--- src/sv/tftp_read_client_assert.svh ---
// ---------------------------------------------------------------------------
// tftp_read_client_assert.svh
// Assertion macros for the TFTP read client. Each macro expects clk and
// arst_n in scope and disables itself while reset is asserted.
// ---------------------------------------------------------------------------
`ifndef TFTP_READ_CLIENT_ASSERT_SVH
`define TFTP_READ_CLIENT_ASSERT_SVH

// Check a condition at every clock edge out of reset.
`define TRC_ASSERT(lbl, cond, msg) \
	lbl: assert property (@(posedge clk) disable iff (!arst_n) (cond)) else $error(msg);

// Check that a consequent holds in the cycle after its antecedent.
`define TRC_ASSERT_NEXT(lbl, ante, cons, msg) \
	lbl: assert property (@(posedge clk) disable iff (!arst_n) (ante) |=> (cons)) \
		else $error(msg);

`endif

--- src/sv/tftp_rc_pkg.sv ---
// ---------------------------------------------------------------------------
// tftp_rc_pkg
// Shared types and constants of the TFTP read client.
// ---------------------------------------------------------------------------
`default_nettype none

package tftp_rc_pkg;

	// Width of byte counts and buffer offsets
	localparam int LEN_W = 24;
	localparam int HEADER_BYTES = 4;

	// Defaults of the top level parameters
	localparam int SEGMENT_SIZE_DEF = 512;
	localparam int RETRY_LIMIT_DEF = 4;

	// Reset value of the buffer size register
	localparam logic [LEN_W-1:0] MAX_LENGTH_RST = {LEN_W{1'b1}};

	// TFTP opcodes seen by the filter
	localparam logic [15:0] TFTP_DATA = 16'd3;
	localparam logic [15:0] TFTP_ERROR = 16'd5;

	// Event codes
	typedef enum logic [1:0] {
		OP_START = 2'd0,
		OP_PACKET = 2'd1,
		OP_TIMEOUT = 2'd2
	} op_t;

	// Transfer status codes
	typedef enum logic [1:0] {
		ST_RUN = 2'd0,
		ST_OK = 2'd1,
		ST_SERVER_ERR = 2'd2,
		ST_OVERFLOW = 2'd3
	} status_t;

	// One input event
	typedef struct packed {
		logic [1:0] operation;
		logic [15:0] source_port;
		logic [15:0] opcode;
		logic [15:0] block_or_code;
		logic [15:0] packet_length;
	} evt_t;

	// One result
	typedef struct packed {
		logic send_request;
		logic send_ack;
		logic [15:0] ack_block;
		logic [15:0] ack_port;
		logic store_data;
		logic [LEN_W-1:0] store_offset;
		logic [15:0] store_length;
		logic transfer_done;
		status_t status;
		logic [15:0] server_error_code;
		logic [LEN_W-1:0] received_length;
	} res_t;

	// Step control between the stage logic and the transfer core
	typedef struct packed {
		logic fire;
		logic has_res;
	} step_ctl_t;

endpackage

`default_nettype wire

--- src/sv/tftp_evt_if.sv ---
// ---------------------------------------------------------------------------
// tftp_evt_if
// Event channel: start, packet header or timeout.
// ---------------------------------------------------------------------------
`default_nettype none

interface tftp_evt_if;
	logic valid;
	logic ready;
	logic [1:0] operation;
	logic [15:0] source_port;
	logic [15:0] opcode;
	logic [15:0] block_or_code;
	logic [15:0] packet_length;

	modport source (
		output valid, operation, source_port, opcode, block_or_code, packet_length,
		input ready
	);
	modport sink (
		input valid, operation, source_port, opcode, block_or_code, packet_length,
		output ready
	);
endinterface

`default_nettype wire

--- src/sv/tftp_res_if.sv ---
// ---------------------------------------------------------------------------
// tftp_res_if
// Result channel: request, ack, store command and transfer status.
// ---------------------------------------------------------------------------
`default_nettype none

interface tftp_res_if;
	import tftp_rc_pkg::*;

	logic valid;
	logic ready;
	logic send_request;
	logic send_ack;
	logic [15:0] ack_block;
	logic [15:0] ack_port;
	logic store_data;
	logic [LEN_W-1:0] store_offset;
	logic [15:0] store_length;
	logic transfer_done;
	logic [1:0] status;
	logic [15:0] server_error_code;
	logic [LEN_W-1:0] received_length;

	modport source (
		output valid, send_request, send_ack, ack_block, ack_port, store_data,
		output store_offset, store_length, transfer_done, status,
		output server_error_code, received_length,
		input ready
	);
	modport sink (
		input valid, send_request, send_ack, ack_block, ack_port, store_data,
		input store_offset, store_length, transfer_done, status,
		input server_error_code, received_length,
		output ready
	);
endinterface

`default_nettype wire

--- src/sv/tftp_cfg_if.sv ---
// ---------------------------------------------------------------------------
// tftp_cfg_if
// Configuration write channel for the buffer size register.
// ---------------------------------------------------------------------------
`default_nettype none

interface tftp_cfg_if;
	import tftp_rc_pkg::*;

	logic valid;
	logic ready;
	logic [LEN_W-1:0] max_length;

	modport source (output valid, max_length, input ready);
	modport sink (input valid, max_length, output ready);
endinterface

`default_nettype wire

--- src/sv/tftp_rc_core.sv ---
// ---------------------------------------------------------------------------
// tftp_rc_core
// Transfer state and the per-event update: port filter, block check,
// buffer bound check, retry countdown and end of transfer.
// ---------------------------------------------------------------------------
`default_nettype none

module tftp_rc_core #(
	parameter int SEGMENT_SIZE = tftp_rc_pkg::SEGMENT_SIZE_DEF,
	parameter int RETRY_LIMIT = tftp_rc_pkg::RETRY_LIMIT_DEF
) (
	input wire logic clk,
	input wire logic arst_n,
	input wire logic fire,
	input wire tftp_rc_pkg::evt_t evt,
	input wire logic [tftp_rc_pkg::LEN_W-1:0] max_length,
	output tftp_rc_pkg::res_t res,
	output logic has_res
);
	import tftp_rc_pkg::*;

	localparam int RETRY_W = $clog2(RETRY_LIMIT + 1);
	localparam logic [RETRY_W-1:0] RETRY_RST = RETRY_W'(RETRY_LIMIT);
	localparam logic [15:0] SEG = 16'(SEGMENT_SIZE);
	localparam logic [15:0] HDR = 16'(HEADER_BYTES);

	// Transfer state
	logic [15:0] next_block_q, next_block_n;
	logic [15:0] server_port_q, server_port_n;
	logic [15:0] old_port_q, old_port_n;
	logic [LEN_W-1:0] byte_count_q, byte_count_n;
	logic overflow_q, overflow_n;
	logic [RETRY_W-1:0] retries_q, retries_n;
	logic ended_q, ended_n;

	// Working values
	logic [15:0] last_block;
	logic [15:0] dlen;
	logic [15:0] sp;
	logic drop;
	logic err_len;
	logic [LEN_W:0] sum;

	assign last_block = next_block_q - 16'd1;
	assign dlen = evt.packet_length - HDR;
	assign sum = {1'b0, byte_count_q} + {{(LEN_W - 15){1'b0}}, dlen};

	// Compute next state and the result of one event
	always_comb begin
		next_block_n = next_block_q;
		server_port_n = server_port_q;
		old_port_n = old_port_q;
		byte_count_n = byte_count_q;
		overflow_n = overflow_q;
		retries_n = retries_q;
		ended_n = ended_q;
		res = '0;
		has_res = 1'b1;
		err_len = 1'b0;
		sp = server_port_q;
		drop = 1'b0;
		case (evt.operation)
			OP_START: begin
				next_block_n = 16'd1;
				server_port_n = '0;
				byte_count_n = '0;
				overflow_n = 1'b0;
				retries_n = RETRY_RST;
				ended_n = 1'b0;
				res.send_request = 1'b1;
			end
			OP_TIMEOUT: begin
				if (ended_q) begin
					has_res = 1'b0;
				end else if (last_block != 16'd0) begin
					res.send_ack = 1'b1;
					res.ack_block = last_block;
					res.ack_port = server_port_q;
				end else if (retries_q <= RETRY_W'(1)) begin
					res.send_request = 1'b1;
					retries_n = RETRY_RST;
					byte_count_n = '0;
					next_block_n = 16'd1;
					old_port_n = server_port_q;
					server_port_n = '0;
				end else begin
					retries_n = retries_q - RETRY_W'(1);
				end
			end
			OP_PACKET: begin
				if (ended_q) begin
					has_res = 1'b0;
				end else begin
					retries_n = RETRY_RST;
					// Latch the server port on the first packet not from a straggler
					if (server_port_q == 16'd0) begin
						if (evt.source_port == old_port_q) begin
							drop = 1'b1;
						end else begin
							sp = evt.source_port;
							server_port_n = evt.source_port;
						end
					end
					if (!drop && sp == evt.source_port && evt.packet_length >= HDR) begin
						if (evt.opcode == TFTP_ERROR) begin
							ended_n = 1'b1;
							old_port_n = sp;
							res.transfer_done = 1'b1;
							res.status = ST_SERVER_ERR;
							res.server_error_code = evt.block_or_code;
							err_len = 1'b1;
						end else if (evt.opcode == TFTP_DATA
								&& evt.block_or_code <= next_block_q) begin
							if (evt.block_or_code != next_block_q) begin
								// Repeated block: ack the last good one again
								res.send_ack = 1'b1;
								res.ack_block = last_block;
								res.ack_port = sp;
							end else begin
								if (!overflow_q) begin
									if (sum > {1'b0, max_length}) begin
										overflow_n = 1'b1;
									end else begin
										res.store_data = 1'b1;
										res.store_offset = byte_count_q;
										res.store_length = dlen;
										byte_count_n = sum[LEN_W-1:0];
									end
								end
								res.send_ack = 1'b1;
								res.ack_block = next_block_q;
								res.ack_port = sp;
								next_block_n = next_block_q + 16'd1;
								// Short block ends the file
								if (dlen < SEG) begin
									ended_n = 1'b1;
									old_port_n = sp;
									res.transfer_done = 1'b1;
									res.status = overflow_n ? ST_OVERFLOW : ST_OK;
								end
							end
						end
					end
				end
			end
			default: begin
				has_res = 1'b0;
			end
		endcase
		res.received_length = err_len ? {{(LEN_W - 16){1'b0}}, dlen} : byte_count_n;
	end

	// Commit state on each retired event
	always_ff @(posedge clk or negedge arst_n) begin
		if (!arst_n) begin
			next_block_q <= 16'd1;
			server_port_q <= '0;
			old_port_q <= '0;
			byte_count_q <= '0;
			overflow_q <= 1'b0;
			retries_q <= RETRY_RST;
			ended_q <= 1'b0;
		end else if (fire) begin
			next_block_q <= next_block_n;
			server_port_q <= server_port_n;
			old_port_q <= old_port_n;
			byte_count_q <= byte_count_n;
			overflow_q <= overflow_n;
			retries_q <= retries_n;
			ended_q <= ended_n;
		end
	end

endmodule

`default_nettype wire

--- src/sv/tftp_read_client.sv ---
// ---------------------------------------------------------------------------
// tftp_read_client
// Receive side of a TFTP read transfer: at most one result per start, packet
// or timeout event, holding acks, store commands and end-of-file status.
// ---------------------------------------------------------------------------
//
//   channel  dir  contents
//   -------  ---  -------------------------------------------------------
//   evt      in   operation, source_port, opcode, block_or_code, length
//   res      out  request/ack/store command, done, status, byte counts
//   cfg      in   max_length write, always ready
//
// An event beat is registered in the input stage and its result in the
// result register; the transfer state updates as the event leaves the input
// stage, one event per cycle unless a stalled result blocks it.
// Reset is asynchronous and clears all control state; the buffer size
// returns to its full range. A stalled result holds in the output register
// while the input stage still takes one more beat; events with no result
// retire even under a stall.
// ---------------------------------------------------------------------------
`default_nettype none

module tftp_read_client #(
	parameter int SEGMENT_SIZE = tftp_rc_pkg::SEGMENT_SIZE_DEF,
	parameter int RETRY_LIMIT = tftp_rc_pkg::RETRY_LIMIT_DEF
) (
	input wire logic clk,
	input wire logic arst_n,
	tftp_evt_if.sink evt,
	tftp_res_if.source res,
	tftp_cfg_if.sink cfg
);
	import tftp_rc_pkg::*;

	`include "tftp_read_client_assert.svh"

	logic [LEN_W-1:0] max_length_q;
	logic v_s1;
	evt_t evt_s1;
	logic v_s2;
	res_t res_s2;
	res_t res_c;
	step_ctl_t ctl;

	// Take configuration writes at any time
	assign cfg.ready = 1'b1;

	always_ff @(posedge clk or negedge arst_n) begin
		if (!arst_n) begin
			max_length_q <= MAX_LENGTH_RST;
		end else if (cfg.valid) begin
			max_length_q <= cfg.max_length;
		end
	end

	// Retire the staged event when its result has room or it has none
	assign ctl.fire = v_s1 && (!ctl.has_res || !v_s2 || res.ready);
	assign evt.ready = !v_s1 || ctl.fire;

	// Input stage
	always_ff @(posedge clk or negedge arst_n) begin
		if (!arst_n) begin
			v_s1 <= 1'b0;
		end else if (evt.ready) begin
			v_s1 <= evt.valid;
		end
	end

	always_ff @(posedge clk) begin
		if (evt.ready && evt.valid) begin
			evt_s1 <= '{operation: evt.operation, source_port: evt.source_port,
				opcode: evt.opcode, block_or_code: evt.block_or_code,
				packet_length: evt.packet_length};
		end
	end

	tftp_rc_core #(
		.SEGMENT_SIZE(SEGMENT_SIZE),
		.RETRY_LIMIT(RETRY_LIMIT)
	) u_core (
		.clk(clk),
		.arst_n(arst_n),
		.fire(ctl.fire),
		.evt(evt_s1),
		.max_length(max_length_q),
		.res(res_c),
		.has_res(ctl.has_res)
	);

	// Result register: load on a retired event with a result, drop on take
	always_ff @(posedge clk or negedge arst_n) begin
		if (!arst_n) begin
			v_s2 <= 1'b0;
		end else if (ctl.fire && ctl.has_res) begin
			v_s2 <= 1'b1;
		end else if (res.ready) begin
			v_s2 <= 1'b0;
		end
	end

	always_ff @(posedge clk) begin
		if (ctl.fire && ctl.has_res) begin
			res_s2 <= res_c;
		end
	end

	// Drive the result channel
	assign res.valid = v_s2;
	assign res.send_request = res_s2.send_request;
	assign res.send_ack = res_s2.send_ack;
	assign res.ack_block = res_s2.ack_block;
	assign res.ack_port = res_s2.ack_port;
	assign res.store_data = res_s2.store_data;
	assign res.store_offset = res_s2.store_offset;
	assign res.store_length = res_s2.store_length;
	assign res.transfer_done = res_s2.transfer_done;
	assign res.status = res_s2.status;
	assign res.server_error_code = res_s2.server_error_code;
	assign res.received_length = res_s2.received_length;

	// Checks
	`TRC_ASSERT(a_req_ack_excl, !(v_s2 && res_s2.send_request && res_s2.send_ack), "request and ack together")
	`TRC_ASSERT(a_status_done, !v_s2 || res_s2.transfer_done || res_s2.status == ST_RUN, "status without done")
	`TRC_ASSERT(a_store_bound, !(v_s2 && res_s2.store_data) || ({1'b0, res_s2.store_offset} + {{(LEN_W - 15){1'b0}}, res_s2.store_length} <= {1'b0, max_length_q}), "store beyond buffer")
	`TRC_ASSERT_NEXT(a_hold_result, v_s2 && !res.ready, v_s2, "stalled result lost")

endmodule

`default_nettype wire

--- src/flat_wrapper.sv ---
// flat-port wrapper written by rule: the top's interface ports become plain ports
module tftp_read_client_flat import tftp_rc_pkg::*;
#(
	parameter int SEGMENT_SIZE = tftp_rc_pkg::SEGMENT_SIZE_DEF,
	parameter int RETRY_LIMIT = tftp_rc_pkg::RETRY_LIMIT_DEF
)
  (clk, arst_n, evt_valid, evt_operation, evt_source_port, evt_opcode, evt_block_or_code, evt_packet_length, evt_ready, res_valid, res_send_request, res_send_ack, res_ack_block, res_ack_port, res_store_data, res_store_offset, res_store_length, res_transfer_done, res_status, res_server_error_code, res_received_length, res_ready, cfg_valid, cfg_max_length, cfg_ready);
  tftp_evt_if evt_i ();
  tftp_res_if res_i ();
  tftp_cfg_if cfg_i ();
  input wire logic clk;
  input wire logic arst_n;
  input wire logic [$bits(evt_i.valid)-1:0] evt_valid;
  input wire logic [$bits(evt_i.operation)-1:0] evt_operation;
  input wire logic [$bits(evt_i.source_port)-1:0] evt_source_port;
  input wire logic [$bits(evt_i.opcode)-1:0] evt_opcode;
  input wire logic [$bits(evt_i.block_or_code)-1:0] evt_block_or_code;
  input wire logic [$bits(evt_i.packet_length)-1:0] evt_packet_length;
  output wire logic [$bits(evt_i.ready)-1:0] evt_ready;
  output wire logic [$bits(res_i.valid)-1:0] res_valid;
  output wire logic [$bits(res_i.send_request)-1:0] res_send_request;
  output wire logic [$bits(res_i.send_ack)-1:0] res_send_ack;
  output wire logic [$bits(res_i.ack_block)-1:0] res_ack_block;
  output wire logic [$bits(res_i.ack_port)-1:0] res_ack_port;
  output wire logic [$bits(res_i.store_data)-1:0] res_store_data;
  output wire logic [$bits(res_i.store_offset)-1:0] res_store_offset;
  output wire logic [$bits(res_i.store_length)-1:0] res_store_length;
  output wire logic [$bits(res_i.transfer_done)-1:0] res_transfer_done;
  output wire logic [$bits(res_i.status)-1:0] res_status;
  output wire logic [$bits(res_i.server_error_code)-1:0] res_server_error_code;
  output wire logic [$bits(res_i.received_length)-1:0] res_received_length;
  input wire logic [$bits(res_i.ready)-1:0] res_ready;
  input wire logic [$bits(cfg_i.valid)-1:0] cfg_valid;
  input wire logic [$bits(cfg_i.max_length)-1:0] cfg_max_length;
  output wire logic [$bits(cfg_i.ready)-1:0] cfg_ready;
  assign evt_i.valid = evt_valid;
  assign evt_i.operation = evt_operation;
  assign evt_i.source_port = evt_source_port;
  assign evt_i.opcode = evt_opcode;
  assign evt_i.block_or_code = evt_block_or_code;
  assign evt_i.packet_length = evt_packet_length;
  assign evt_ready = evt_i.ready;
  assign res_valid = res_i.valid;
  assign res_send_request = res_i.send_request;
  assign res_send_ack = res_i.send_ack;
  assign res_ack_block = res_i.ack_block;
  assign res_ack_port = res_i.ack_port;
  assign res_store_data = res_i.store_data;
  assign res_store_offset = res_i.store_offset;
  assign res_store_length = res_i.store_length;
  assign res_transfer_done = res_i.transfer_done;
  assign res_status = res_i.status;
  assign res_server_error_code = res_i.server_error_code;
  assign res_received_length = res_i.received_length;
  assign res_i.ready = res_ready;
  assign cfg_i.valid = cfg_valid;
  assign cfg_i.max_length = cfg_max_length;
  assign cfg_ready = cfg_i.ready;
  tftp_read_client #(.SEGMENT_SIZE(SEGMENT_SIZE), .RETRY_LIMIT(RETRY_LIMIT)) u_core (.clk(clk), .arst_n(arst_n), .evt(evt_i), .res(res_i), .cfg(cfg_i));
endmodule
--- config.mk ---
export PLATFORM = sky130hd
export DESIGN_NAME = tftp_read_client_flat
export DESIGN_NICKNAME = d
export VERILOG_FILES = /design/src/sv/tftp_rc_pkg.sv /design/src/sv/tftp_evt_if.sv /design/src/sv/tftp_res_if.sv /design/src/sv/tftp_cfg_if.sv /design/src/sv/tftp_rc_core.sv /design/src/sv/tftp_read_client.sv /design/src/flat_wrapper.sv
export VERILOG_INCLUDE_DIRS = /design/src /design/src/sv
export SDC_FILE = /design/constraint.sdc
export NUM_CORES = 1
export LEC_CHECK = 0
export BUFFER_PORTS_ARGS = -buffer_cell sky130_fd_sc_hd__buf_2
export CAP_MARGIN = 20
export CORE_MARGIN = 2
export CORE_UTILIZATION = 40
export DETAILED_ROUTE_END_ITERATION = 10
export PLACE_DENSITY = 0.71
export SETUP_SLACK_MARGIN = 0.02
export SYNTH_ARGS = -nofsm -noshare
export SYNTH_HDL_FRONTEND = slang
export SYNTH_SLANG_ARGS = --single-unit
--- constraint.sdc ---
create_clock -name clk -period 7.49 [get_ports clk]
set_input_delay 0.749 -clock clk [delete_from_list [all_inputs] [get_ports clk]]
set_output_delay 0.749 -clock clk [all_outputs]
set_load 0.05 [all_outputs]
## Word-level counts from Yosys, hierarchy flattened

Cells that the tools add are included.

- Register bits: 287
- Bits of input ports: 95
- Output and inout port bits: 121
- Word-level logic and storage cells: 188

- $add $sub $neg: 5
- Magnitude comparators: 5
- Eq/ne operators: 18
- Mux-type cells: 95
- Bitwise logic cells: 5
- Reductions and logical operators: 32

Operator list:

| operator | count |
|---|---|
| $mux W16 | 26 |
| $mux W24 | 10 |
| $mux W93 | 2 |
| $pmux W16 S3 | 2 |
| $mux W41 | 2 |
| $mux W77 | 1 |
| $mux W74 | 1 |
| $pmux W24 S3 | 1 |
| $pmux W33 S2 | 1 |
| $mux W44 | 1 |
| $mux W34 | 1 |
| $mux W33 | 1 |
| $eq A16 B16 Y1 | 2 |
| $mux W1 | 32 |
| $mux W32 | 1 |
| $pmux W16 S2 | 1 |
| $add A24 B16 Y25 | 1 |
| $gt A25 B24 Y1 | 1 |
| $reduce_and A10 Y1 | 2 |
| $mux W3 | 6 |
| $add A16 B1 Y16 const B | 1 |
| $eq A16 B2 Y1 const B | 1 |
| $eq A16 B3 Y1 const B | 1 |
| $ge A16 B3 Y1 const B | 1 |
| 32 further kinds | 61 |

## Depth between registers and ports, before layout

- Word-level depth: 19
- Mapped depth: 28
- Depth with buffers taken out: 24

## Hierarchy

Synthesis repeated with hierarchy kept, for this count alone.

- Cell total of the unflattened synthesis: 1,250
- Area, all modules: 14,721.6 um^2

By module, submodules not included:

| module | times used | cells each | area each (um^2) | seq. area each (um^2) |
|---|---|---|---|---|
| tftp_rc_core | 1 | 1,003 | 8,059.0 | 1,929.4 |
| tftp_read_client | 1 | 247 | 6,662.6 | 6,206.0 |

## Worst setup path before layout

Ideal clock, no wire load.

- Path type: register to register
- From: reg u_core.evt_s1[64] (netlist name)
- To: reg u_core.res_s2 (netlist bit u_core.res.ack_block[0]), enable pin
- Setup time: 0.597 ns
- Data arrival time: 6.482 ns
- Required time: 6.893 ns
- Setup slack: 0.412 ns
- Cell stages (with the launch flop): 8
- Buffers on the path: 1
- Period minus slack after synthesis: 7.078 ns
- Path through: edfxtp_1 > inv_1 > ha_1 > a21oi_1 > o31ai_1 > or2_2 > clkbuf_1 > nor2_1

- Longest elaborated chain between the ends: 8
- Elaborated cells on any way between the ends: 10
- Classes of those cells: eq/ne: 2; mux: 1; reduce/logical: 7

RTL lines:

| element | RTL line | text |
|---|---|---|
| start, declared | tftp_read_client.sv:39 | `evt_t evt_s1;` |
| start signal, assigned | tftp_read_client.sv:71 | `evt_s1 <= '{operation: evt.operation, source_port: evt.source_port,` |
| $eq A2 B1 Y1 or $eq A2 B2 Y1 (tied branches) | tftp_rc_core.sv:62 | `case (evt.operation)` |
| $reduce_or A2 Y1 (no source line) | n/a |  |
| $pmux W1 S2 (*) | tftp_rc_core.sv:62 |  |
| $logic_not A1 Y1 | tftp_read_client.sv:57 | `assign ctl.fire = v_s1 && (!ctl.has_res \|\| !v_s2 \|\| res.ready);` |
| $logic_or A1 B1 Y1 (2 in series) | tftp_read_client.sv:57 |  |
| $logic_and A1 B1 Y1 | tftp_read_client.sv:57 |  |
| $logic_and A1 B1 Y1 (*) | tftp_read_client.sv:102 | `if (ctl.fire && ctl.has_res) begin` |
| end signal, assigned | tftp_read_client.sv:103 | `res_s2 <= res_c;` |
| end, declared | tftp_read_client.sv:41 | `res_t res_s2;` |

Every way passes the cells marked *; elsewhere a longest branch is shown, timed or not.
A chain may end at the register's enable or synchronous reset.

## Worst setup path in the final report

- From: reg u_core.evt_s1[2] (netlist name)
- To: reg u_core.res_s2 (netlist bit u_core.res.store_offset[9]), data pin

- Longest elaborated chain between the ends: 4
- Elaborated cells on any way between the ends: 7
- Classes of those cells: add/sub: 2; order compare: 2; bitwise: 1; reduce/logical: 2

RTL lines:

| element | RTL line | text |
|---|---|---|
| $sub A16 B3 Y16 | tftp_rc_core.sv:45 | `assign dlen = evt.packet_length - HDR;` |
| net u_core.u_core.dlen[2] | tftp_rc_core.sv:38 | `logic [15:0] dlen;` |
| $add A24 B16 Y25 | tftp_rc_core.sv:46 | `assign sum = {1'b0, byte_count_q} + {{(LEN_W - 15){1'b0}}, dlen};` |
| $gt A25 B24 Y1 | tftp_rc_core.sv:121 | `if (sum > {1'b0, max_length}) begin` |
| $reduce_or A8 Y1 (no source line) | n/a |  |

The timed path passes the listed nets, and every way through them passes these cells.

==> impl_metrics.tcl <==
set metrics [dict create \
    outcome "finished, final reports clean" \
    worst_clock_skew_ps 9.19 \
    row_count 70 \
    cts_setup_buffers 0 \
    ant_nets 0 \
    slew_violations 0 \
    finalNetCount 1699 \
    total_power_mw 4.53 \
    ys_ff_latch 287 \
    dpl.hpwl_um 29800 \
    grt_first_pass_wirelength_um 62800 \
    ys_types 92 \
    wirelength_um 40600 \
    fin_crit_sh_pct 92.7 \
    period_needed_ps 6940 \
    ctsLongestPathBuffers 3 \
    die_h_um 196 \
    die_area_um2 38400 \
    ys_seq_area_share_pct 55.3 \
    fin_setup_tns_ps 0 \
    cp_slowest_cell "or3b_2" \
    timing.fmax_ghz 0.144 \
    drv_cap 0 \
    areaGrowthSynthToFinish_pct 17.6 \
    cts.clk_slew.worst_paths_ps 60 \
    setup_viol 0 \
    max-vdd-ir-drop_mv 0.216 \
    cp-end-kind "flop" \
    first_pass_iters 5 \
    cts.root.buffer_cell "clkbuf_16" \
    routedWlPerCell_um 20.0 \
    grt_pass1_vias 11000 \
    grt_max_degree 63 \
    synth_ff_type "edfxtp_1" \
    synth-edff-count 184 \
    required_ps 7910 \
    dp.cells 1969 \
    syn_area_per_cell_um2 11.1 \
    worst_pin_slew_ps 1040 \
    cp.arrival_ps 7360 \
    gp_congestion 0.940 \
    path_buf_inv 3 \
    critPathLaunchType "flop" \
    cpLargestDelayFamily "simple AND/OR/NAND/NOR gates" \
    numCtsBuffers 31 \
    total_leakage_power_nw 7.20 \
    clkLatencyLatePin_ps 570 \
    path_max_fanout 19 \
    hold_viol 0 \
    rsz0062_at_grt "false" \
    fin_area_um2 17300 \
    syn_inst 1328 \
    cts_sinks 287 \
    async_flop_share_pct 35.9 \
    critPathMaxStageDelay_ps 580 \
    hold_slack_ps 188 \
    remaining_drc_errors 0 \
    fp.coreArea_um2 36400 \
    post_drt_via_cell_ratio 5.58 \
    syn-cell-area_um2 14700 \
    criticalPathCategory "reg -> reg" \
    portBuffers 214 \
    cts_max_level 1 \
    crit_path_frequent_cell "ha_1" \
    grt_overflow_total 0 \
    tritoncts "done" \
    antenna_found_initial 2 \
    grt_use_total_pct 20.9 \
    drt_iter0_markers 1096 \
    final_cells 2027 \
    synthesis.nets 1492 \
    die_w_um 196 \
    n_antenna_cell 0 \
    post_dp_cell_area_um2 16200 \
    ys.warnings.count 0 \
    path_cells "inv_1 > ha_1 > or3b_2 > or2_2 > nor4_1 > xor2_1 > ha_1 > a21oi_1 > nor2_1 > a221oi_2 > a31oi_1 > and3_1 > and3_1 > xnor2_1 > inv_1 > ha_1 > nand4_1 > nor4_1 > a21o_1 > a311o_1 > and4b_1 > nand4_1 > buf_4 > nor2_1" \
    hold_class "in -> async" \
    layout-drive-gt1-share_pct 22.5 \
    slew_headroom_pct 30.5 \
    power.density_nw_per_um2 262 \
    routed-via-count 11300 \
    start_util_pct 40.4 \
    ios 216 \
]
-- stage by stage --
stage | worst slack [ps] | util, %
finish | 545 | 47.5
global route | 87.3 | 47.5
CTS | 387 | 47.5
detailed placement | 404 | 44.6
global placement | 785 | 44.6
floorplan | 412 | -
-- kinds of logic after synthesis --
| family | share of synthesized area [%] |
|---|---|
| DFF | 55.3 |
| buffers and inverters | 4.24 |
| adders and majority gates | 5.92 |
| AOI/OAI and AO/OA | 16.3 |
| and+or+nand+nor | 15.2 |
| xor gates and xnor gates | 2.80 |
| muxes | 0.280 |
| other | 0.0255 |
-- flip-flops by register name, indices dropped and copies added, names as in the netlist, 2 cells and up --
| name | cells |
|---|---|
| u_core.u_core.next_block_q | 16 |
| u_core.evt_s1 | 66 |
| u_core.max_length_q | 24 |
| u_core.res.ack_port | 16 |
| u_core.res.status | 2 |
| u_core.res.store_offset | 24 |
| u_core.u_core.server_port_q | 16 |
| u_core.res.ack_block | 16 |
| u_core.u_core.byte_count_q | 24 |
| u_core.res.received_length | 24 |
| u_core.u_core.old_port_q | 16 |
| u_core.res.store_length | 16 |
| u_core.res.server_error_code | 16 |
| u_core.u_core.retries_q | 3 |
-- cells in the mapped netlist, types with 6 or more instances --
cell / instances / area [um2]
a22oi_1: 19 / 143
a22o_1: 34 / 298
buf_2: 18 / 90.1
ha_1: 68 / 851
edfxtp_1: 184 / 5530
nor2_1: 88 / 330
o21ai_1: 20 / 100
nand2_1: 89 / 334
a31oi_1: 15 / 93.8
nor4_1: 24 / 150
xnor2_1: 18 / 158
dfstp_2: 26 / 683
clkbuf_1: 31 / 116
and2_1: 45 / 282
nor3_1: 26 / 130
o31ai_1: 8 / 60.1
a211oi_1: 8 / 60.1
nand2b_1: 17 / 106
o21ai_0: 70 / 350
dfrtp_1: 77 / 1930
or2_2: 7 / 43.8
nand4_1: 22 / 138
and3_1: 16 / 100
o21a_1: 8 / 60.1
inv_1: 93 / 349
xor2_1: 29 / 254
a21o_1: 14 / 105
a21oi_1: 83 / 415
o211ai_1: 6 / 45.0
or3_1: 6 / 37.5
nor2b_1: 15 / 93.8
nand3_1: 22 / 110
-- per-layer routing --
| layer | share of wire (%) | GRT usage [%] | up-vias |
|---|---|---|---|
| li1 | - | - | 5340 |
| met1 | 44 | 28.8 | 5489 |
| met2 | 47 | 34.2 | 403 |
| met3 | 6.3 | 3.25 | 76 |
| met4 | 2.7 | 6.51 | 4 |
| met5 | 0.074 | 0 | - |
-- repair_timing --
item                       in CTS  in global routing
hold buffers                    0                  0
setup endpoints to repair       0                 76
resized for setup               0                  4
-- power breakdown --
group	total [mW]	internal [mW]	switching [mW]	leakage, nW
sequential	1.98	1.85	0.124	3.14
combinational	0.984	0.313	0.671	3.55
clock	1.57	0.925	0.646	0.515
-- worst register-to-register path, delay by kind of cell, from the launching register on --
kind,cells,cell delay [ps]
flip-flops,1,460
buffers and inverters,3,620
XOR/XNOR,2,530
adder cells (fa/ha/maj),3,820
AO/OA/AOI/OAI,5,1190
AND/OR/NAND/NOR,11,3180
-- placed cells by master, fill, tap and decap left out, types with 34 or more instances in the layout --
cell type,n
o21ai_0,70
buf_2,213
ha_1,68
and2_1,43
inv_1,92
nand2_1,89
dfrtp_1,77
edfxtp_1,184
a22o_1,34
a21oi_1,83
nor2_1,87
-- worst paths after layout --
check                                                  to  cells past startpoint                   startpoint  slack [ps]
max                            u_core.res.store_offset[9]                     24             u_core.evt_s1[2]         550
min                        u_core.u_core.server_port_q[5]                      1                       arst_n         190
max reg2reg                    u_core.res.store_offset[9]                     24             u_core.evt_s1[2]         550
min reg2reg                   u_core.u_core.old_port_q[4]                      2  u_core.u_core.old_port_q[4]         500
max in group asynchronous   u_core.u_core.byte_count_q[6]                      2                       arst_n        6010
min in group clk                        u_core.evt_s1[58]                      1          evt_source_port[10]         350
-- cell type report --
| cell class | instances | area [um2] |
|---|---|---|
| timing repair buffer | 231 | 1210 |
| clock inverter | 22 | 226 |
| sequential | 287 | 8140 |
| clock buffer | 35 | 822 |
| fill | 3286 | 19100 |
| inverter | 94 | 353 |
| multi-input combinational | 890 | 5990 |
| tap | 468 | 586 |
No activity file was read; power rests on OpenSTA's default activity.
